==> src/design/causal_depthwise_conv1d_silu_top_defines.svh <==
// Assertion macros for the causal depthwise conv1d SiLU block.
// No dependencies; each macro expands to nothing when SYNTHESIS is defined.
`ifndef CAUSAL_DEPTHWISE_CONV1D_SILU_TOP_DEFINES_SVH
`define CAUSAL_DEPTHWISE_CONV1D_SILU_TOP_DEFINES_SVH
`ifndef SYNTHESIS
`define DWC_ASSERT_NEVER(lbl, clk, rstn, cond) \
	lbl: assert property (@(posedge clk) disable iff (!rstn) !(cond)) \
		else $error("dwc assertion failed");
`define DWC_ASSERT_IMPL(lbl, clk, rstn, ante, cons) \
	lbl: assert property (@(posedge clk) disable iff (!rstn) (ante) |-> (cons)) \
		else $error("dwc assertion failed");
`else
`define DWC_ASSERT_NEVER(lbl, clk, rstn, cond)
`define DWC_ASSERT_IMPL(lbl, clk, rstn, ante, cons)
`endif
`endif

==> src/design/dwc_fifo.sv <==
// Small synchronous queue of fixed-width words.
// No dependencies beyond the standard flip-flop style of the project.
module dwc_fifo #(
	parameter int WIDTH = 8,
	parameter int DEPTH = 4
) (
	input  logic             clk,
	input  logic             arst_n,
	input  logic             wr,
	input  logic [WIDTH-1:0] din,
	output logic             full,
	input  logic             rd,
	output logic [WIDTH-1:0] dout,
	output logic             empty,
	output logic [$clog2(DEPTH):0] count
);
	localparam int AW = $clog2(DEPTH);

	logic [WIDTH-1:0] mem_q [DEPTH];
	logic [AW-1:0]    wp_q, rp_q;
	logic [AW:0]      cnt_q;
	logic             do_wr, do_rd;

	assign full  = (cnt_q == (AW+1)'(DEPTH));
	assign empty = (cnt_q == '0);
	assign count = cnt_q;
	assign dout  = mem_q[rp_q];
	assign do_wr = wr && !full;
	assign do_rd = rd && !empty;

	always_ff @(posedge clk or negedge arst_n) begin
		if (!arst_n) begin
			wp_q  <= '0;
			rp_q  <= '0;
			cnt_q <= '0;
		end else begin
			if (do_wr) wp_q <= wp_q + 1'b1;
			if (do_rd) rp_q <= rp_q + 1'b1;
			if (do_wr && !do_rd) cnt_q <= cnt_q + 1'b1;
			else if (do_rd && !do_wr) cnt_q <= cnt_q - 1'b1;
		end
	end

	always_ff @(posedge clk) begin
		if (do_wr) mem_q[wp_q] <= din;
	end
endmodule

==> config.mk <==
export PLATFORM = sky130hd
export DESIGN_NAME = dwc_fifo
export DESIGN_NICKNAME = d
export VERILOG_FILES = /design/src/design/causal_depthwise_conv1d_silu_top_defines.svh /design/src/design/dwc_fifo.sv
export SDC_FILE = /design/constraint.sdc
export NUM_CORES = 1
export LEC_CHECK = 0
export BUFFER_PORTS_ARGS = -buffer_cell sky130_fd_sc_hd__buf_4
export CORE_MARGIN = 1.5
export CORE_UTILIZATION = 49
export DETAILED_ROUTE_END_ITERATION = 10
export GPL_TIMING_DRIVEN = 0
export PLACE_DENSITY = 0.71
export SLEW_MARGIN = 20
export SYNTH_ARGS = -nofsm -noshare
export SYNTH_HDL_FRONTEND = slang
export SYNTH_SLANG_ARGS = --single-unit
==> constraint.sdc <==
create_clock -name clk -period 5.4 [get_ports clk]
set_input_delay 0.54 -clock clk [delete_from_list [all_inputs] [get_ports clk]]
set_output_delay 0.54 -clock clk [all_outputs]
set_load 0.02 [all_outputs]
After elaboration in Yosys (flattened, before gate mapping)
Memory sizes are Yosys's and may differ from the RTL's. Index checks and enable logic that the tools add are counted.

Register bits after elaboration: 7. Output and inout bits: 13. Memory bits (writable): 32. Memories kept: 1. Word-level logic and storage cells: 23.

Reduce and logical (&&, ||, !) cells: 10. Eq/ne operators: 1. Add/sub/neg operators: 4. Muxes and demuxes: 4.

Memories: mem_q (words 4, bits a word 8, rd ports 1, clocked after memory_dff 0, write ports 1, line dwc_fifo.sv:19) `logic [WIDTH-1:0] mem_q [DEPTH];`.

Operator list (count): 3-bit 2-to-1 mux (2); 2-bit by 1-bit adder with 2-bit output (second input constant) (2); 1-bit logical AND (4); 1-bit zero test (4); 3-bit by 1-bit adder with 3-bit output (second input constant) (1); 3-bit == test (second input constant) (1); 3-bit zero test (1); 3-bit by 1-bit subtractor with 3-bit output (second input constant) (1); 1-bit 2-to-1 mux (2); 2-bit nonzero test (1).

Logic depth before layout (Yosys ltp)
Depth in word-level cells: 7. Mapped depth: 9.

Least setup slack after synthesis
Ideal clock, no wire load.

Path type: register -> register. Start point: reg cnt_q[0], in the netlist count[0]. End point: reg cnt_q[2], in the netlist count[2]. Path slack: 2997 ps. Stages on the path, launching flop included: 9. Required time: 5320 ps. Arrival: 2323 ps. Cells stage by stage: dfrtp_1 nor3_1 nand2b_1 ha_1 inv_1 fa_1 xor2_1 nor2_1 xor2_1.

Longest elaborated chain between the ends: 6. Elaborated cells between the ends (all ways): 15. Classes of those cells: add/sub: 2; eq/ne: 1; mux: 2; reduce/logical: 10.

Ends and longest elaborated chain: from (decl) (line dwc_fifo.sv:21) `logic [AW:0] cnt_q;`; from (signal assigned) (line dwc_fifo.sv:39) `if (do_wr && !do_rd) cnt_q <= cnt_q + 1'b1;`; from (signal assigned) (line dwc_fifo.sv:40) `else if (do_rd && !do_wr) cnt_q <= cnt_q - 1'b1;`; 3-bit zero test (*) (line dwc_fifo.sv:25) `assign empty = (cnt_q == '0);`; via empty (line dwc_fifo.sv:14) `output logic empty,`; 1-bit zero test (*) (line dwc_fifo.sv:29) `assign do_rd = rd && !empty;`; 1-bit logical AND (*) (line dwc_fifo.sv:29); 1-bit zero test (line dwc_fifo.sv:39); 1-bit logical AND (line dwc_fifo.sv:39); 3-bit 2-to-1 mux or 2-bit nonzero test (tied branches).

The timed path passes the listed nets; every way through them passes the cells marked *. The select of a mux whose other input is x is not followed. A chain may end at the register's enable or synchronous reset.

Final worst setup path
Start point: reg rp_q[0]. End point: out dout[6].

Longest elaborated chain between the ends: 1.

Ends and longest elaborated chain: from (decl) (line dwc_fifo.sv:20) `logic [AW-1:0] wp_q, rp_q;`; from (signal assigned) (line dwc_fifo.sv:38) `if (do_rd) rp_q <= rp_q + 1'b1;`; memory 4 x 8 bit; to (decl) (line dwc_fifo.sv:13) `output logic [WIDTH-1:0] dout,`.

No other way between the ends.

==> flow_metrics.tcl <==
set metrics [dict create \
    pwr-share-seq_pct 43.5 \
    grt_util_all_layers_pct 17.2 \
    synth_edf_count 32 \
    netlist_area_um2 1590 \
    cts-root-buf "clkbuf_4" \
    synth.net_count 95 \
    synth_cells 77 \
    final_core_util_pct 61.5 \
    power_w 0.00103 \
    synth_common_cells "32 x edfxtp_1, 8 x mux4_2, 7 x dfrtp_1" \
    num_antenna_cells 0 \
    max-vdd-ir-drop_uv 316 \
    ys_seq_area_share_pct 71.5 \
    pwr_density_cell_nw_per_um2 545 \
    antenna_left 0 \
    outcome "finished clean" \
    finalHoldViolations 0 \
    die_h_um 59.9 \
    fin_ws_ns 3.12 \
    clockBufferDepth 2 \
    swShare_pct 35.0 \
    fin_hold_ws_ns 0.392 \
    p_int_w 0.000671 \
    worstPathMaxFanout 10 \
    core-area_um2 3080 \
    final.min_clock_period_ns 2.28 \
    worstPathBufferInverterCount 2 \
    initialDrtViolationCount 20 \
    final-setup-viol-count 0 \
    fmax_mhz 439 \
    ys_types 20 \
    slowest_stage "mux4_2" \
    vias_per_cell 5.03 \
    wirelength_um 2560 \
    clock_latency_ns 0.34 \
    maxSlewViolCount 0 \
    yosysMostFrequentCell "edfxtp_1" \
    grt_pass1_wl_um 4090 \
    fin_crit_sh_pct 42.2 \
    postCtsSetupBuffers 0 \
    syn_area_per_cell_um2 20.6 \
    crit_chain "buf_2, mux4_2, buf_4" \
    p_clk_share_pct 14.1 \
    worstHoldPathType "in2reg" \
    layout.nets 127 \
    criticalPathCategory "reg2out" \
    top_level_ports 25 \
    dp_worst_setup_slack_ns 3.31 \
    cp.arrival_ns 1.74 \
    dpl.hpwl_um 1730 \
    grt_pass1_vias 859 \
    first_pass_iters 5 \
    port_buffers 24 \
    cts_tree "yes" \
    grt_antenna_before_repair 0 \
    synth_ff_type "edfxtp_1" \
    end_kind "primary output" \
    cts_buffers 5 \
    gp_congestion 0.709 \
    die_w_um 59.9 \
    syn_to_final_growth_pct 19.1 \
    htreeDepth 2 \
    rrSetupSlack_ns 3.29 \
    synth_top_area_share_pct 60.5 \
    vias 775 \
    drive_gt1_share_pct 45.5 \
    start_util_pct 51.6 \
    async_flop_share_pct 17.9 \
    path_delay_family "multiplexers" \
    nFillCells 241 \
    ys_ff_latch 39 \
    rsz0062_at_grt "false" \
    power_leakage_nw 0.706 \
    drc 0 \
    crit_path_start_kind "register" \
    grt_max_degree 14 \
    die-area_um2 3590 \
    critPathRequiredTime_ns 4.86 \
    power_frac_comb_pct 42.4 \
    maxCapViolCount 0 \
    wl_per_cell_um 16.6 \
    clock_skew_ns 0.00861 \
    grt-ovfl-total 0 \
    netlist_top_cells_area "edfxtp_1 60%, mux4_2 11%, dfrtp_1 11%, ha_1 3.9%, xnor2_1 2.2%" \
    switching_power_w 0.000361 \
    row_count 20 \
    tightest_slew_ns 0.595 \
    yosys_warnings 0 \
    yosysTopAreaCell "edfxtp_1" \
    clkTransAtPathRegs_ns 0.12 \
    tns_ns 0 \
    slew_headroom_pct 60.3 \
    cts.sinks 39 \
    cp_slowest_stage_delay_ns 0.56 \
]
-- area by class of cell --
cell class,instances,area [um^2],area share (%)
flip-flops and latches,39,1140,60.1
multi-input cells,32,422,22.3
repair buffers,25,190,10.1
well taps,44,55.1,2.91
clock buffers,5,37.5,1.98
clock inverters,3,20.0,1.06
plain buffers,3,20.0,1.06
inverters,3,11.3,0.595
-- repair_timing --
action | in CTS | in global routing
resized for setup | 0 | 0
hold endpoints to repair | 7 | 0
hold buffers | 1 | 0
-- registers in the layout (all words and copies together), names as in the netlist --
signal,cells
count,3
mem_q,32
rp_q,2
wp_q,2
-- cells in the final DEF, fill, tap and decap left out, drive strengths merged --
cell / netlist / final
xnor2: 4 / 4
mux2: 2 / 2
nor2: 1 / 1
nor3: 1 / 1
fa: 1 / 1
and2: 4 / 4
nor2b: 1 / 1
nand2b: 1 / 1
clkinvlp: 0 / 2
clkinv: 0 / 1
inv: 3 / 3
dfrtp: 7 / 7
dlygate4sd3: 0 / 1
xor2: 2 / 2
ha: 5 / 5
mux4: 8 / 8
clkbuf: 1 / 6
edfxtp: 32 / 32
nand3b: 1 / 1
nor3b: 1 / 1
buf: 2 / 26
-- logic make-up after synthesis --
logic type	share of synthesized area, %
mux	13.0
simple gates	5.04
fa+ha+maj	5.20
flops	71.5
xor+xnor	3.31
buf+inv	1.97
-- per-stage QoR --
| step | std cells | instance area (um^2) |
|---|---|---|
| floorplan | 77 | 1590 |
| global route | 154 | 1890 |
| CTS | 154 | 1890 |
| finish | 154 | 1890 |
| global placement | 145 | 1820 |
| detailed placement | 145 | 1820 |
-- worst paths after layout --
kind                               start          end  cells past startpoint
worst min-delay path              din[3]  mem_q[3][3]                      1
worst max register to register  count[0]     count[2]                      8
min in group asynchronous         arst_n      wp_q[0]                      2
worst min register to register  count[2]     count[2]                      1
worst max-delay path             rp_q[0]      dout[6]                      3
max in group asynchronous         arst_n     count[1]                      2
-- routing by layer --
metal	routed length [um]	track usage (%)	vias to the layer above
met4	34	6.98	0
met5	0	0	-
met2	1400	28.4	15
met1	1000	20.1	400
met3	113	6.93	5
li1	-	-	355
-- power groups by stage --
| stage | clock [W] | combinational (W) | sequential (W) |
|---|---|---|---|
| final | 0.000145 | 0.000438 | 0.000449 |
| after global routing | 0.000167 | 0.000482 | 0.000456 |
| after CTS | 0.000150 | 0.000446 | 0.000450 |
| after detailed placement | 0 | 0.000445 | 0.000457 |
| after global placement | 0 | 0.000433 | 0.000450 |
| after floorplan | 0 | 0.000286 | 0.000460 |
(Power assumes the default switching activity.)
