<file path="config.mk">
export PLATFORM = sky130hd
export DESIGN_NAME = dwc_front
export DESIGN_NICKNAME = d
export VERILOG_FILES = /design/src/design/causal_depthwise_conv1d_silu_top_defines.svh /design/src/design/dwc_pkg.sv /design/src/design/dwc_fifo.sv /design/src/design/dwc_front.sv
export SDC_FILE = /design/constraint.sdc
export NUM_CORES = 1
export LEC_CHECK = 0
export ABC_AREA = 1
export BUFFER_PORTS_ARGS = -buffer_cell sky130_fd_sc_hd__buf_2
export CELL_PAD_IN_SITES_DETAIL_PLACEMENT = 1
export CELL_PAD_IN_SITES_GLOBAL_PLACEMENT = 1
export CORE_UTILIZATION = 47
export CTS_CLUSTER_SIZE = 10
export DETAILED_ROUTE_END_ITERATION = 7
export PLACE_DENSITY_LB_ADDON = 0.12
export SLEW_MARGIN = 15
export SYNTH_ARGS = -nofsm -noshare
export SYNTH_HDL_FRONTEND = slang
export SYNTH_HIERARCHICAL = 1
export SYNTH_SLANG_ARGS = --single-unit
</file>
<file path="constraint.sdc">
create_clock -name clk -period 3.4 [get_ports clk]
set_input_delay 0.51 -clock clk [delete_from_list [all_inputs] [get_ports clk]]
set_output_delay 0.51 -clock clk [all_outputs]
set_load 0.01 [all_outputs]
</file>
<file path="src/design/causal_depthwise_conv1d_silu_top_defines.svh">
// Assertion macros for the causal depthwise conv1d SiLU block.
// No dependencies; each macro expands to nothing when SYNTHESIS is defined.
`ifndef CAUSAL_DEPTHWISE_CONV1D_SILU_TOP_DEFINES_SVH
`define CAUSAL_DEPTHWISE_CONV1D_SILU_TOP_DEFINES_SVH
`ifndef SYNTHESIS
`define DWC_ASSERT_NEVER(lbl, clk, rstn, cond) \
	lbl: assert property (@(posedge clk) disable iff (!rstn) !(cond)) \
		else $error("dwc assertion failed");
`define DWC_ASSERT_IMPL(lbl, clk, rstn, ante, cons) \
	lbl: assert property (@(posedge clk) disable iff (!rstn) (ante) |-> (cons)) \
		else $error("dwc assertion failed");
`else
`define DWC_ASSERT_NEVER(lbl, clk, rstn, cond)
`define DWC_ASSERT_IMPL(lbl, clk, rstn, ante, cons)
`endif
`endif

</file>
<file path="src/design/dwc_pkg.sv">
// Shared types and constants of the causal depthwise conv1d SiLU block.
// No dependencies.
package dwc_pkg;
	localparam int CHANNELS_DEF  = 1024;
	localparam int MAX_TAPS_DEF  = 4;
	localparam int SIG_SIZE_DEF  = 256;
	localparam int Q_DEPTH       = 4;
	localparam int OUT_DEPTH     = 8;
	localparam int OUT_CNT_W     = 4;
	localparam int ADDR_W        = 3;
	localparam int CH_W          = 10;
	localparam logic REG_TAPS    = 1'b0;
	localparam logic [2:0] TAPS_RESET = 3'd4;

	localparam logic [1:0] ACT_PUSH   = 2'd0;
	localparam logic [1:0] ACT_WEIGHT = 2'd1;
	localparam logic [1:0] ACT_BIAS   = 2'd2;

	typedef enum logic [1:0] {OP_PUSH, OP_WEIGHT, OP_BIAS} op_t;

	typedef struct packed {
		op_t               op;
		logic [CH_W-1:0]   chan;
		logic [1:0]        tap;
		logic signed [15:0] value;
		logic              first;
	} q_item_t;

	typedef struct packed {
		logic [CH_W-1:0]    chan;
		logic signed [15:0] activation;
		logic               saturated;
	} res_item_t;

	typedef struct packed {
		logic clearing;
		logic q_pop;
	} back_stat_t;
endpackage

</file>
<file path="src/design/dwc_fifo.sv">
// Small synchronous queue of fixed-width words.
// No dependencies beyond the standard flip-flop style of the project.
module dwc_fifo #(
	parameter int WIDTH = 8,
	parameter int DEPTH = 4
) (
	input  logic             clk,
	input  logic             arst_n,
	input  logic             wr,
	input  logic [WIDTH-1:0] din,
	output logic             full,
	input  logic             rd,
	output logic [WIDTH-1:0] dout,
	output logic             empty,
	output logic [$clog2(DEPTH):0] count
);
	localparam int AW = $clog2(DEPTH);

	logic [WIDTH-1:0] mem_q [DEPTH];
	logic [AW-1:0]    wp_q, rp_q;
	logic [AW:0]      cnt_q;
	logic             do_wr, do_rd;

	assign full  = (cnt_q == (AW+1)'(DEPTH));
	assign empty = (cnt_q == '0);
	assign count = cnt_q;
	assign dout  = mem_q[rp_q];
	assign do_wr = wr && !full;
	assign do_rd = rd && !empty;

	always_ff @(posedge clk or negedge arst_n) begin
		if (!arst_n) begin
			wp_q  <= '0;
			rp_q  <= '0;
			cnt_q <= '0;
		end else begin
			if (do_wr) wp_q <= wp_q + 1'b1;
			if (do_rd) rp_q <= rp_q + 1'b1;
			if (do_wr && !do_rd) cnt_q <= cnt_q + 1'b1;
			else if (do_rd && !do_wr) cnt_q <= cnt_q - 1'b1;
		end
	end

	always_ff @(posedge clk) begin
		if (do_wr) mem_q[wp_q] <= din;
	end
endmodule

</file>
<file path="src/design/dwc_front.sv">
// Front end: accepts requests, drops those that do nothing, and queues the rest.
// Depends on dwc_pkg and dwc_fifo.
module dwc_front import dwc_pkg::*; #(
	parameter int CHANNELS = CHANNELS_DEF,
	parameter int MAX_TAPS = MAX_TAPS_DEF
) (
	input  logic               clk,
	input  logic               arst_n,
	input  logic               push,
	input  logic [1:0]         action,
	input  logic [CH_W-1:0]    channel,
	input  logic [1:0]         tap,
	input  logic signed [15:0] value,
	input  logic               first_in_sequence,
	output logic               full,
	input  logic               blocked,
	input  logic               q_pop,
	output q_item_t            q_item,
	output logic               q_empty
);
	q_item_t item;
	logic    keep, q_full;
	logic [$clog2(Q_DEPTH):0] q_count;

	always_comb begin
		item.chan  = channel;
		item.tap   = tap;
		item.value = value;
		item.first = first_in_sequence;
		item.op    = OP_PUSH;
		keep       = ({4'b0, channel} < 14'(CHANNELS));
		case (action)
			ACT_PUSH:   item.op = OP_PUSH;
			ACT_WEIGHT: begin
				item.op = OP_WEIGHT;
				if ({2'b0, tap} >= 4'(MAX_TAPS)) keep = 1'b0;
			end
			ACT_BIAS:   item.op = OP_BIAS;
			default:    keep = 1'b0;
		endcase
	end

	assign full = q_full || blocked;

	dwc_fifo #(.WIDTH($bits(q_item_t)), .DEPTH(Q_DEPTH)) u_queue (
		.clk   (clk),
		.arst_n(arst_n),
		.wr    (push && !full && keep),
		.din   (item),
		.full  (q_full),
		.rd    (q_pop),
		.dout  (q_item),
		.empty (q_empty),
		.count (q_count)
	);

	logic unused_cnt;
	assign unused_cnt = ^q_count;
endmodule

</file>
# Yosys cells after proc, flatten, opt, wreduce, memory -nomap -nowiden
# Memories as Yosys holds them, arrays and structs flattened.
# Index checks and enable logic that the tools add are counted.
dict set report totals {
  regBits 7
  ram_bits 124
  in_bits 36
  out_inout_bits 33
  word_cells 33
  n_memories 1
}
dict set report classes {
  n_addsub 4
  eq_ne 3
  mux 6
  n_reduce_logical 16
}
# name words width rd rd_ports_with_merged_regs wr line
set memory_table {}
lappend memory_table {u_queue.mem_q 4 31 1 0 1 dwc_fifo.sv:19} ;# logic [WIDTH-1:0] mem_q [DEPTH];
# op n
set op_table {}
lappend op_table {{logical AND 1 bit} 6}
lappend op_table {{two-way mux 3 bit} 2}
lappend op_table {{logical NOT 1 bit} 5}
lappend op_table {{adder 2 x 1 -> 2 bit (second input constant)} 2}
lappend op_table {{case mux 2 bit (2 select lines)} 1}
lappend op_table {{adder 3 x 1 -> 3 bit (second input constant)} 1}
lappend op_table {{equality test 3 bit (second input constant)} 1}
lappend op_table {{logical NOT 3 bit} 1}
lappend op_table {{two-way mux 1 bit} 3}
lappend op_table {{OR reduction 3 bit} 1}
lappend op_table {{subtractor 3 x 1 -> 3 bit (second input constant)} 1}
lappend op_table {{equality test 2 x 1 -> 1 bit (second input constant)} 1}
lappend op_table {{equality test 2 bit (second input constant)} 1}
lappend op_table {{logical NOT 2 bit} 1}
lappend op_table {{nonzero test 2 bit} 1}
lappend op_table {{logical OR 1 bit} 1}

# Longest topological paths before layout
# Gate-level depths: netlist of the first run.
dict set report logic_depth {
  depth_word 10
  depth_mapped 16
  depth_no_buf 16
}

# Cells and area by module
# The synthesis of the first run kept the hierarchy.
# mod instances cells_each area_each_um2 seq_area_each_um2
set modules_own_cells {}
lappend modules_own_cells {dwc_fifo 1 423 5561.6 3898.7}
lappend modules_own_cells {dwc_front 1 10 42.5 0.0}

# Least setup slack after synthesis of the first run
# No wires, ideal clock.
dict set report synth_timing {
  kind {register to register}
  startpoint {reg u_queue.cnt_q[0] (netlist: u_queue/count[0])}
  endpoint {mem u_queue/mem_q[0][0] in the netlist's numbering (enable)}
  setup_time_ns 0.419
  t_arrival_ns 2.341
  setup_slack_ns 0.640
  path_stages_with_launch 9
  path_buffers 0
  path_cell_list {dfrtp_1 inv_2 nand3_1 inv_1 inv_2 nand2_2 nor2_2 nand2_1 nor2_1}
}
dict set report synth_via {
  elab_chain_len 8
  word_cells_on_any_way 9
  classes_between {1 x eq/ne; 2 x mux; 6 x reduce/logical}
}
# item line
set synth_rtl {}
lappend synth_rtl {{start, declared} dwc_fifo.sv:21} ;# logic [AW:0] cnt_q;
lappend synth_rtl {{start signal, assigned} dwc_fifo.sv:39} ;# if (do_wr && !do_rd) cnt_q <= cnt_q + 1'b1;
lappend synth_rtl {{start signal, assigned} dwc_fifo.sv:40} ;# else if (do_rd && !do_wr) cnt_q <= cnt_q - 1'b1;
lappend synth_rtl {{equality test 3 bit} dwc_fifo.sv:24} ;# assign full = (cnt_q == (AW+1)'(DEPTH));
lappend synth_rtl {{net q_full} dwc_front.sv:22} ;# logic keep, q_full;
lappend synth_rtl {{logical OR 1 bit} dwc_front.sv:43} ;# assign full = q_full || blocked;
lappend synth_rtl {{net full} dwc_front.sv:15} ;# output logic full,
lappend synth_rtl {{logical NOT 1 bit} dwc_front.sv:48} ;# .wr (push && !full && keep),
lappend synth_rtl {{logical AND 1 bit (2 in a row)} dwc_front.sv:48}
lappend synth_rtl {{logical AND 1 bit} dwc_fifo.sv:28} ;# assign do_wr = wr && !full;
lappend synth_rtl {{two-way mux 1 bit} dwc_fifo.sv:45} ;# if (do_wr) mem_q[wp_q] <= din;
lappend synth_rtl {{two-way mux 1 bit (implied by the code)} dwc_fifo.sv:45}
lappend synth_rtl {{end, declared} dwc_fifo.sv:19}
# The timed path passes the listed nets, and every way through them passes these cells.

==> results of run 1 <==
[how the worst max path moves through the flow]
stage	to	slack, ps
global placement	u_queue/mem_q[2][14]	990
finish	q_item[18]	780
CTS	q_item[18]	770
floorplan	u_queue/mem_q[0][0]	640
global route	q_item[18]	670
detailed placement	u_queue/mem_q[0][23]	910
[metrics by stage]
step,instances,hold slack (ps),utilization,area [µm²],setup slack (ps)
3_5_place_dp,634,364,0.530,6110,912
5_1_grt,666,299,0.581,6690,671
6_report,666,309,0.581,6690,781
3_3_place_gp,634,353,0.530,6110,991
2_1_floorplan,433,214,-,5600,640
4_1_cts,666,289,0.581,6690,767
[metal layers]
metal | share of wire | track usage
met5 | 0 | 0
met4 | 0.014 | 0.0757
met1 | 0.43 | 0.248
met2 | 0.51 | 0.356
met3 | 0.041 | 0.0634
[power by group through the flow]
stage / combinational [mW] / sequential (mW) / clock, mW
6_report: 1.81 / 2.01 / 1.77
5_1_grt: 1.99 / 2.02 / 1.87
4_1_cts: 1.84 / 2.01 / 1.82
3_5_place_dp: 1.82 / 2.04 / 0
3_3_place_gp: 1.75 / 2.03 / 0
2_1_floorplan: 1.27 / 2.02 / 0
[cell usage after synthesis]
cell	count	area, µm²
edfxtp_1	124	3720
nand2_1	113	424
inv_1	77	289
o211ai_2	39	488
o211ai_1	23	173
buf_2	10	50.1
dfrtp_1	7	175
nand3_1	7	35.0
inv_2	6	22.5
nor2_1	6	22.5
buf_6	5	56.3
ha_1	5	62.6
buf_4	2	15.0
clkbuf_1	2	7.51
clkbuf_4	1	7.51
fa_1	1	20.0
nand2_2	1	6.26
nand4_1	1	6.26
nor2_2	1	6.26
o21ai_0	1	5.00
xnor2_1	1	8.76
[final cells by class]
type                            instances  area [µm²]
Tap cell                              143         179
Fill cell                            1162        4830
Timing Repair Buffer                   79         438
Sequential cell                       131        3900
Clock inverter                         13         143
Inverter                               83         314
Multi-Input combinational cell        199        1290
Clock buffer                           18         429
[sequential cells by signal, summed over array words and instances (netlist names)]
name,count
u_queue/mem_q,124
u_queue/count,3
u_queue/rp_q,2
u_queue/wp_q,2
[kinds of logic after synthesis]
group	after synthesis	share of synthesized area
and+or+nand+nor	129	0.0893
buffers and inverters	103	0.0799
adders and majority gates	6	0.0147
DFF	131	0.696
xor gates and xnor gates	1	0.00156
AOI/OAI and AO/OA	63	0.119
[cells in the final DEF, fill, tap and decap left out]
cell type,instances
edfxtp_1,124
nand2_1,113
inv_1,77
buf_2,68
o211ai_2,39
o211ai_1,23
clkbuf_16,17
buf_4,9
nand3_1,7
dfrtp_1,7
inv_2,5
clkinv_2,5
ha_1,5
nor2_4,4
bufinv_16,3
clkinv_1,3
nor2_1,2
nand2_2,1
nor2_2,1
clkinvlp_4,1
clkinv_4,1
clkbuf_1,1
dlygate4sd3_1,1
inv_4,1
o21ai_0,1
xnor2_1,1
nand4_1,1
fa_1,1
buf_12,1
[worst max-delay path, stage by stage (launching register included)]
cell and delay (ps):
dfrtp_1 420, inv_4 440, buf_4 350, nand2_1 100, o211ai_1 130, nand2_1 70, buf_2 140
==> results.md, run 1 <==
* Status: complete, but fails checks
* Failing checks: design-rule violations
* Pwr Total at 5.60 mW
* Post-route DRC at 10
* Worst Reg-to-Reg Cells at 9
* Rows at 39
* Crit share post-route at 0.770
* Die area at 12400 µm²
* # IOs at 69
* DR iter-0 viols at 182
* Layout Nets at 553
* Core Area at 11500 µm²
* Crit path time final at 2620 ps
* Clk pwr share at 0.317
* Count of input and output buffers at 68
* Post-Syn Area per Cell at 12.9 µm²
* Switch share at 0.339
* CTS H-tree lvls at 4
* Vias in the first global route at 3685
* PwrDens at 837 nW/µm²
* Crit Path Class: flop to output pin
* R2r setup slk at 920 ps
* Min-Delay Endpoint: u_queue/mem_q[1][21]
* CTS tree: done
* Final setup viols at 0
* HP Start: channel[2]
* Leakage power at 2.83 nW
* Post-CTS Setup Bufs at 0
* Syn Nets at 475
* Vias per cell at 5.12
* DP HPWL at 7.72 mm
* Pint at 3.70 mW
* Worst endpoint required time at 2890 ps
* Clk pin slew, worst setup/hold paths at 50 ps
* Fmax at 382 MHz
* Slew headroom at 0.351
* Hold depth at 1
* Slew @ Worst Pin at 970 ps
* Die W at 111 µm
* Initial core utilization at 0.487
* GRT Resource Usage Total at 0.208
* Clock tree buffer depth at 2
* CP max FO at 52
* #FFs+latches synth at 131
* Skew final at 8.98 ps
* Post-Syn Area at 5600 µm²
* Clock latency on the worst-skew pair at 420 ps
* Register area share after synthesis at 0.696
* Worst VDD drop at 0.503 mV
* Share of post-route cells with drive strength above 1 at 0.298
* Max-slew violation count at 0
* Yosys warns at 6
* Placer congestion estimate at 0.784
* GRT overflow at 0
* First-pass GRT wire length at 19.0 mm
* Largest net degree at the start of global routing at 53
* Hold Path Class: input port to flop
* Hold_buf cts at 1
* Flop pwr share at 0.359
* Final Hold Viols at 0
* Post_cts resized at 0
* Crit path from: u_queue/rp_q[0]
* Combinational Power Share at 0.324
* Via count at 3413
* WL/cell at 17.8 µm
* Initial antenna violation count at 0
* Post-route ant nets at 0
* Clk sinks at 131
* Cells after synthesis at 433
* Worst Setup Start Kind: flop
* Die Y at 111 µm
* Synthesis-to-finish area growth at 19.4%
* TritonRoute pass-1 iters at 6
* R2r endpoint: u_queue/mem_q[0][0]
* Antenna Cells at 0
* Count of cell types in the netlist at 21
* Unrepaired setup endpoints after global routing: no
* Num CTS Buffers at 17
* CTS Root Cell: clkbuf_16
* Critical path endpoint category: output pin
* Switch Pwr at 1.90 mW
* RR Startpoint: u_queue/count[0]
* Final WL at 11.9 mm
* CP arrival at 2110 ps
* Max Cap Viol at 0
* Post-Route Setup TNS at 0 ps
No activity file was read; power rests on OpenSTA's default activity.
==> run 2, diff against run 1 <==
--- a/config.mk
+++ b/config.mk
@@ -5,11 +5,11 @@
 export SDC_FILE = /design/constraint.sdc
 export NUM_CORES = 1
 export LEC_CHECK = 0
-export ABC_AREA = 1
+export ABC_AREA = 0
 export BUFFER_PORTS_ARGS = -buffer_cell sky130_fd_sc_hd__buf_2
 export CELL_PAD_IN_SITES_DETAIL_PLACEMENT = 1
 export CELL_PAD_IN_SITES_GLOBAL_PLACEMENT = 1
-export CORE_UTILIZATION = 47
+export CORE_UTILIZATION = 45
 export CTS_CLUSTER_SIZE = 10
 export DETAILED_ROUTE_END_ITERATION = 7
 export PLACE_DENSITY_LB_ADDON = 0.12
==> constraint.sdc (replaced) <==
create_clock -name clk -period 2.18 [get_ports clk]
set_input_delay 0.327 -clock clk [delete_from_list [all_inputs] [get_ports clk]]
set_output_delay 0.327 -clock clk [all_outputs]
set_load 0.01 [all_outputs]
==> run 2 against run 1 <==
The flow finishes with violations (negative setup slack). Sequential cell count unchanged. Critical path type unchanged. Largest power group unchanged. Wire length shrank 13%. Final area increased by 2.8%. Cell count decreased by 27%. Combinational power is 61% higher. Worst setup slack worse by 850 ps.
==> results.md, run 2 <==
* Largest net degree at the start of global routing at 26 (was 53)
* Post-route ant nets at 0 (unchanged)
* Syn Nets at 246 (was 475)
* Worst endpoint required time at 1850 ps (was 2890 ps)
* Fin area at 6870 µm² (was 6690 µm²)
* Layout Nets at 379 (was 553)
* Slew @ Worst Pin at 310 ps (was 970 ps)
* Initial antenna violation count at 0 (unchanged)
* DR iter-0 viols at 96 (was 182)
* Multi-input logic area at 1020 µm² (was 1290 µm²)
* CP arrival at 1930 ps (was 2110 ps)
* Cells after synthesis at 204 (was 433)
* R2r setup slk at 10 ps (was 920 ps)
* Crit path cell chain: buf_6 > buf_12 > mux4_2 > buf_2 (was inv_4 > buf_4 > nand2_1 > o211ai_1 > nand2_1 > buf_2)
* Worst Setup Start Kind: flop (unchanged)
* Worst VDD drop at 0.642 mV (was 0.503 mV)
* Vias per cell at 5.09 (was 5.12)
* WL/cell at 21.2 µm (was 17.8 µm)
* Unrepaired setup endpoints after global routing: yes (was no)
* Crit Path Class: flop to output pin (unchanged)
* Post-synth top cells: edfxtp_1 (124), mux4_2 (31), dfrtp_1 (7) (was edfxtp_1 (124), nand2_1 (113), inv_1 (77), o211ai_2 (39), o211ai_1 (23))
* Xor and xnor fraction of the mapped netlist area at 0.0106 (was 0.00156)
* Num CTS Buffers at 17 (unchanged)
* Die W at 107 µm (was 111 µm)
* Leading cell type in the layout, fill and taps excluded: edfxtp_1 (unchanged)
* Final setup viols at 29 (was 0)
* CP max FO at 6 (was 52)
* WP depth at 4 (was 6)
* DP Cell Count at 419 (was 634)
* Post-Syn Area per Cell at 24.3 µm² (was 12.9 µm²)
* TritonRoute pass-1 iters at 5 (was 6)
* Die Y at 107 µm (was 111 µm)
* Share of post-route cells with drive strength above 1 at 0.517 (was 0.298)
* Area after DPL at 5660 µm² (was 6110 µm²)
* Final setup margin at -73.3 ps (was 781 ps)
* Fmax at 444 MHz
* Largest Register: u_queue/mem_q (unchanged)
* Crit path time final at 2250 ps
* Final Hold Viols at 0 (unchanged)
* Adder-cell share of the synthesized area at 0.0167 (was 0.0147)
* Leakage power at 2.48 nW (was 2.83 nW)
* Max-slew violation count at 0 (unchanged)
* #FFs+latches synth at 131 (unchanged)
* Synth top area share at 0.752 (was 0.664)
* Skew final at 9.08 ps (was 8.98 ps)
* Max Cap Viol at 0 (unchanged)
* Crit share post-route at 1.03
* Register area share after synthesis at 0.787 (was 0.696)
* Placer congestion estimate at 0.679 (was 0.784)
* CTS Root Cell: clkbuf_8 (was clkbuf_16)
* Failing checks: negative setup slack (was design-rule violations)
* Asr flop ratio synth at 0.0534 (unchanged)
* Rows at 37 (was 39)
* Post-Route Setup TNS at -688 ps (was 0 ps)
* CTS H-tree lvls at 4 (unchanged)
* Status: complete, but fails checks (unchanged)
* Yosys warns at 6 (unchanged)
* Antenna Cells at 0 (unchanged)
* GRT overflow at 0 (unchanged)
* Synth Area in Compound Gates at 0.00253 (was 0.119)
* Total area of sequential cells at 3900 µm² (about the same)
* EDFF count, synth at 124 (unchanged)
* Filler cells at 868 (was 1162)
* First-pass GRT wire length at 15.5 mm (was 19.0 mm)
* Buf/Inv on CP at 3 (unchanged)
* Main synth FF type: edfxtp_1 (unchanged)
* Count of input and output buffers at 68 (unchanged)
* Worst path top cell family by delay: multiplexers (was buffers and inverters)
* Vias in the first global route at 2805 (was 3685)
* PwrDens at 1300 nW/µm² (was 837 nW/µm²)
* Clk sinks at 131 (unchanged)
* GRT Resource Usage Total at 0.194 (was 0.208)
* Slew headroom at 0.793 (was 0.351)
* Multiplexer area fraction after synthesis at 0.146 (was 0)
* Synth area leader: edfxtp_1 (unchanged)
* Finished Layout Cells at 486 (was 666)
* Critical path endpoint category: output pin (unchanged)
* Commonest cells after routing, fill and taps aside: edfxtp_1 (124), buf_2 (46), mux4_2 (31) (was edfxtp_1 (124), nand2_1 (113), inv_1 (77))
* Via count at 2475 (was 3413)
* Worst Reg-to-Reg Cells at 10 (was 9)
* Clock tree buffer depth at 2 (unchanged)
* Post-Synth Simple-Gate Area at 0.0184 (was 0.0893)
* Largest family of logic cells by synthesized area: multiplexers (was compound AO/OA/AOI/OAI gates)
* Hold depth at 1 (unchanged)
* Largest register FFs at 124 (unchanged)
* Count of cell types in the netlist at 21 (unchanged)
* DP HPWL at 5.63 mm (was 7.72 mm)
* Synthesis-to-finish area growth at 38.8% (was 19.4%)
* Clock latency on the worst-skew pair at 520 ps (was 420 ps)
* Die area at 11400 µm² (was 12400 µm²)
* CTS tree: done (unchanged)
* Hold Path Class: input port to flop (unchanged)
* Cell with the most instances after synthesis: edfxtp_1 (unchanged)
* Clk pin slew, worst setup/hold paths at 60 ps (was 50 ps)
* Worst path max stage delay at 530 ps (was 440 ps)
* Post-route DRC at 0 (was 10)
* Post-Syn Area at 4950 µm² (was 5600 µm²)
* Final WL at 10.3 mm (was 11.9 mm)
* # IOs at 69 (unchanged)
* Crit path max-delay cell type: mux4_2 (was inv_4)
* Initial core utilization at 0.471 (was 0.487)
* Synth top area cells: edfxtp_1 (75%), mux4_2 (14%), dfrtp_1 (3.5%) (was edfxtp_1 (66%), o211ai_2 (8.7%), nand2_1 (7.6%))
* Core Area at 10500 µm² (was 11500 µm²)
## run 2: cell count changes after synthesis, sizes merged, moves of 5 or more
cell,delta
nand3,-6
buf,-9
nand2,-112
o211ai,-62
nor2,-5
inv,-78
mux4,+31
## run 2: cell families (layout without fill, tap and decap cells)
| logic type | count (synthesis) | after routing |
|---|---|---|
| AOI/OAI and AO/OA | 1 | 1 |
| buffers and inverters | 13 | 159 |
| xor gates and xnor gates | 6 | 6 |
| and+or+nand+nor | 14 | 14 |
| muxes | 33 | 33 |
| DFF | 131 | 131 |
| adders and majority gates | 6 | 6 |
## run 2: timing repair
action	in CTS	in global routing
buffers inserted	11	1
hold endpoints to repair	83	0
pin swaps	4	4
cloned	3	2
endpoints found under the setup margin	29	65
resized for setup	32	12
hold buffers	21	0
## run 2: metal layers
| metal | global-route usage | wire length [µm] | share of wire |
|---|---|---|---|
| met5 | 0 | 0 | 0 |
| met4 | 0.0851 | 159 | 0.015 |
| met3 | 0.0517 | 314 | 0.030 |
| met2 | 0.328 | 5550 | 0.54 |
| met1 | 0.234 | 4310 | 0.42 |
## run 2: power by group
group	total [mW]	leakage, nW	internal, mW	switching, mW
logic	2.92	1.00	1.73	1.19
registers	3.18	1.20	3.04	0.143
clock network	2.85	0.282	1.75	1.10
## run 2: through the flow
step / util / hold slack (ps) / power (mW) / setup WS [ps]
floorplan: - / 31.4 / 4.60 / -64.1
global placement: 0.539 / 174 / 5.37 / -25.2
global route: 0.654 / 16.6 / 9.30 / -122
detailed placement: 0.539 / 177 / 5.41 / -83.0
finish: 0.654 / 19.7 / 8.95 / -73.3
CTS: 0.644 / 2.40 / 8.89 / -68.3
## run 2: final timing paths
kind | from | end
hold / removal | channel[7] | u_queue/mem_q[0][26]
setup / recovery | u_queue/rp_q[0] | q_item[8]
hold reg to reg | u_queue/count[2] | u_queue/count[2]
max in group asynchronous | arst_n | u_queue/rp_q[1]
min in group asynchronous | arst_n | u_queue/count[2]
setup reg to reg | u_queue/count[2] | u_queue/count[2]
## run 2: layout make-up
| type | instances | area share |
|---|---|---|
| clock inverter | 15 | 0.0269 |
| sequential | 131 | 0.568 |
| timing repair buffer | 122 | 0.169 |
| inverter | 5 | 0.00273 |
| clock buffer | 17 | 0.0602 |
| multi-input combinational | 60 | 0.149 |
| tap | 136 | 0.0248 |
==> run 3, diff against run 2 <==
--- a/config.mk
+++ b/config.mk
@@ -13,6 +13,7 @@
 export CTS_CLUSTER_SIZE = 10
 export DETAILED_ROUTE_END_ITERATION = 7
 export PLACE_DENSITY_LB_ADDON = 0.12
+export REMOVE_ABC_BUFFERS = 1
 export SLEW_MARGIN = 15
 export SYNTH_ARGS = -nofsm -noshare
 export SYNTH_HDL_FRONTEND = slang
==> run 3 against run 2 <==
The run still ends with negative setup slack left. Largest power group unchanged. Sequential power fell by 1%. Largest cell class unchanged. Wire length down 8.3%. Non-clock buffer count is 7 lower. Via count decreased by 1.5%.
==> results.md, run 3 (same netlist as run 2, synthesis figures left out) <==
* CP arrival at 1880 ps (was 1930 ps)
* Commonest cells after routing, fill and taps aside: edfxtp_1 (124), buf_2 (51), mux4_2 (31) (was edfxtp_1 (124), buf_2 (46), mux4_2 (31))
* Final WL at 9.47 mm (was 10.3 mm)
* Final Hold Viols at 0 (unchanged)
* DP HPWL at 5.56 mm (was 5.63 mm)
* Final setup viols at 14 (was 29)
* Crit path time final at 2200 ps (was 2250 ps)
* Buf/Inv on CP at 3 (unchanged)
* Max-slew violation count at 0 (unchanged)
* CTS tree: done (unchanged)
* Post-Route Setup TNS at -166 ps (was -688 ps)
* CP max FO at 6 (unchanged)
* Max Cap Viol at 0 (unchanged)
* Largest Register: u_queue/mem_q (unchanged)
* WL/cell at 19.8 µm (was 21.2 µm)
* CTS H-tree lvls at 4 (unchanged)
* Crit path max-delay cell type: mux4_2 (unchanged)
* Fmax at 454 MHz (was 444 MHz)
* Status: complete, but fails checks (unchanged)
* Die area at 11400 µm² (unchanged)
* Vias in the first global route at 2712 (was 2805)
* Hold Path Class: input port to flop (unchanged)
* Worst endpoint required time at 1850 ps (about the same)
* Placer congestion estimate at 0.664 (was 0.679)
* Filler cells at 875 (was 868)
* Count of input and output buffers at 68 (unchanged)
* Slew @ Worst Pin at 311 ps (was 310 ps)
* Initial antenna violation count at 0 (unchanged)
* Fin area at 6650 µm² (was 6870 µm²)
* Worst path max stage delay at 510 ps (was 530 ps)
* Core Area at 10500 µm² (unchanged)
* Largest register FFs at 124 (unchanged)
* Clk sinks at 131 (unchanged)
* DR iter-0 viols at 98 (was 96)
* Die Y at 107 µm (unchanged)
* CTS Root Cell: clkbuf_8 (unchanged)
* Leakage power at 2.40 nW (was 2.48 nW)
* Critical path endpoint category: output pin (unchanged)
* PwrDens at 1280 nW/µm² (was 1300 nW/µm²)
* Initial core utilization at 0.471 (unchanged)
* Failing checks: negative setup slack (unchanged)
* Worst hold margin at 34.7 ps (was 19.7 ps)
* Crit share post-route at 1.01 (was 1.03)
* Rows at 37 (unchanged)
* Unrepaired setup endpoints after global routing: yes (unchanged)
* Die W at 107 µm (unchanged)
* Worst VDD drop at 0.822 mV (was 0.642 mV)
* GRT overflow at 0 (unchanged)
* Worst path top cell family by delay: multiplexers (unchanged)
* Post-route DRC at 0 (unchanged)
* GRT Resource Usage Total at 0.187 (was 0.194)
* Post-route ant nets at 0 (unchanged)
* Area after DPL at 5600 µm² (was 5660 µm²)
* Crit path cell chain: buf_12 > buf_16 > mux4_2 > buf_6 (was buf_6 > buf_12 > mux4_2 > buf_2)
* TritonRoute pass-1 iters at 4 (was 5)
* Clock tree buffer depth at 2 (unchanged)
* DP Cell Count at 419 (unchanged)
* Vias per cell at 5.10 (was 5.09)
* Leading cell type in the layout, fill and taps excluded: edfxtp_1 (unchanged)
* Finished Layout Cells at 478 (was 486)
* First-pass GRT wire length at 14.6 mm (was 15.5 mm)
* Largest net degree at the start of global routing at 21 (was 26)
* Pwr Total at 8.53 mW (was 8.95 mW)
* Num CTS Buffers at 17 (unchanged)
* Worst Setup Start Kind: flop (unchanged)
* Slew headroom at 0.792 (was 0.793)
* Synthesis-to-finish area growth at 34.2% (was 38.8%)
* # IOs at 69 (unchanged)
* Antenna Cells at 0 (unchanged)
* Final setup margin at -22.1 ps (was -73.3 ps)
* Layout Nets at 372 (was 379)
* Via count at 2437 (was 2475)
* Share of post-route cells with drive strength above 1 at 0.485 (was 0.517)
* Skew final at 6.39 ps (was 9.08 ps)
* Clock latency on the worst-skew pair at 520 ps (about the same)
* Crit Path Class: flop to output pin (unchanged)
* Clk pin slew, worst setup/hold paths at 50 ps (was 60 ps)
-- run 3: changes by cell type in the layout (fill, tap and decap cells not counted), sizes merged --
| cell | delta |
|---|---|
| clkinv | -4 |
| dlygate4sd3 | +2 |
| inv | -1 |
| bufinv | -1 |
| clkbuf | +7 |
| clkinvlp | -4 |
| buf | -7 |
-- run 3: worst register-to-register path, cell delays in order, from the launching register on --
cell      delay [ps]
dfrtp_1          380
nor3b_4          150
or2_4            230
a211oi_2         220
nor2b_4          210
ha_4             150
inv_2             40
fa_2             340
xor2_1           140
nor2_1           120
xor2_1           140
-- run 3: worst paths after layout --
kind | to | cells past startpoint | slack [ps] | startpoint
setup reg to reg | u_queue/count[2] | 10 | -20 | u_queue/count[2]
min in group asynchronous | u_queue/wp_q[0] | 2 | 180 | arst_n
setup / recovery | q_item[2] | 4 | -20 | u_queue/rp_q[0]
max in group asynchronous | u_queue/rp_q[0] | 2 | 1820 | arst_n
hold reg to reg | u_queue/wp_q[1] | 1 | 590 | u_queue/wp_q[1]
hold / removal | u_queue/mem_q[3][5] | 1 | 30 | value[4]
-- run 3: layer usage --
layer  share of wire  global-route usage  vias to the layer above
met5               0                   0                        -
met4          0.0092              0.0793                        0
met3           0.045              0.0736                        9
met2            0.54               0.307                       58
met1            0.41               0.218                     1270
li1                -                   -                     1100
-- run 3: timing repair --
action                     CTS  global route
setup endpoints to repair   27            36
pin swaps                    0             4
hold endpoints to repair    84             5
cloned                       2             0
hold buffers                21             2
setup buffers                2             1
gates resized for setup      9            25
-- run 3: cell type report --
cell class / instances / area (µm²) / area share
Tap cell: 136 / 170 / 0.0256
Timing Repair Buffer: 115 / 978 / 0.147
Sequential cell: 131 / 3900 / 0.587
Clock inverter: 5 / 75.1 / 0.0113
Inverter: 5 / 18.8 / 0.00282
Clock buffer: 26 / 498 / 0.0749
Multi-Input combinational cell: 60 / 1010 / 0.151
-- run 3: report_power, final --
part	leakage, nW	internal [mW]	switching, mW
sequential	1.20	3.04	0.107
clock	0.285	1.77	0.935
combinational	0.909	1.52	1.16
total	2.40	6.33	2.20
-- run 3: per-stage QoR --
step	worst slack, ps	util
floorplan	-566	-
global placement	-38.7	0.533
detailed placement	-61.7	0.533
CTS	-51.8	0.619
global route	-131	0.633
finish	-22.1	0.633
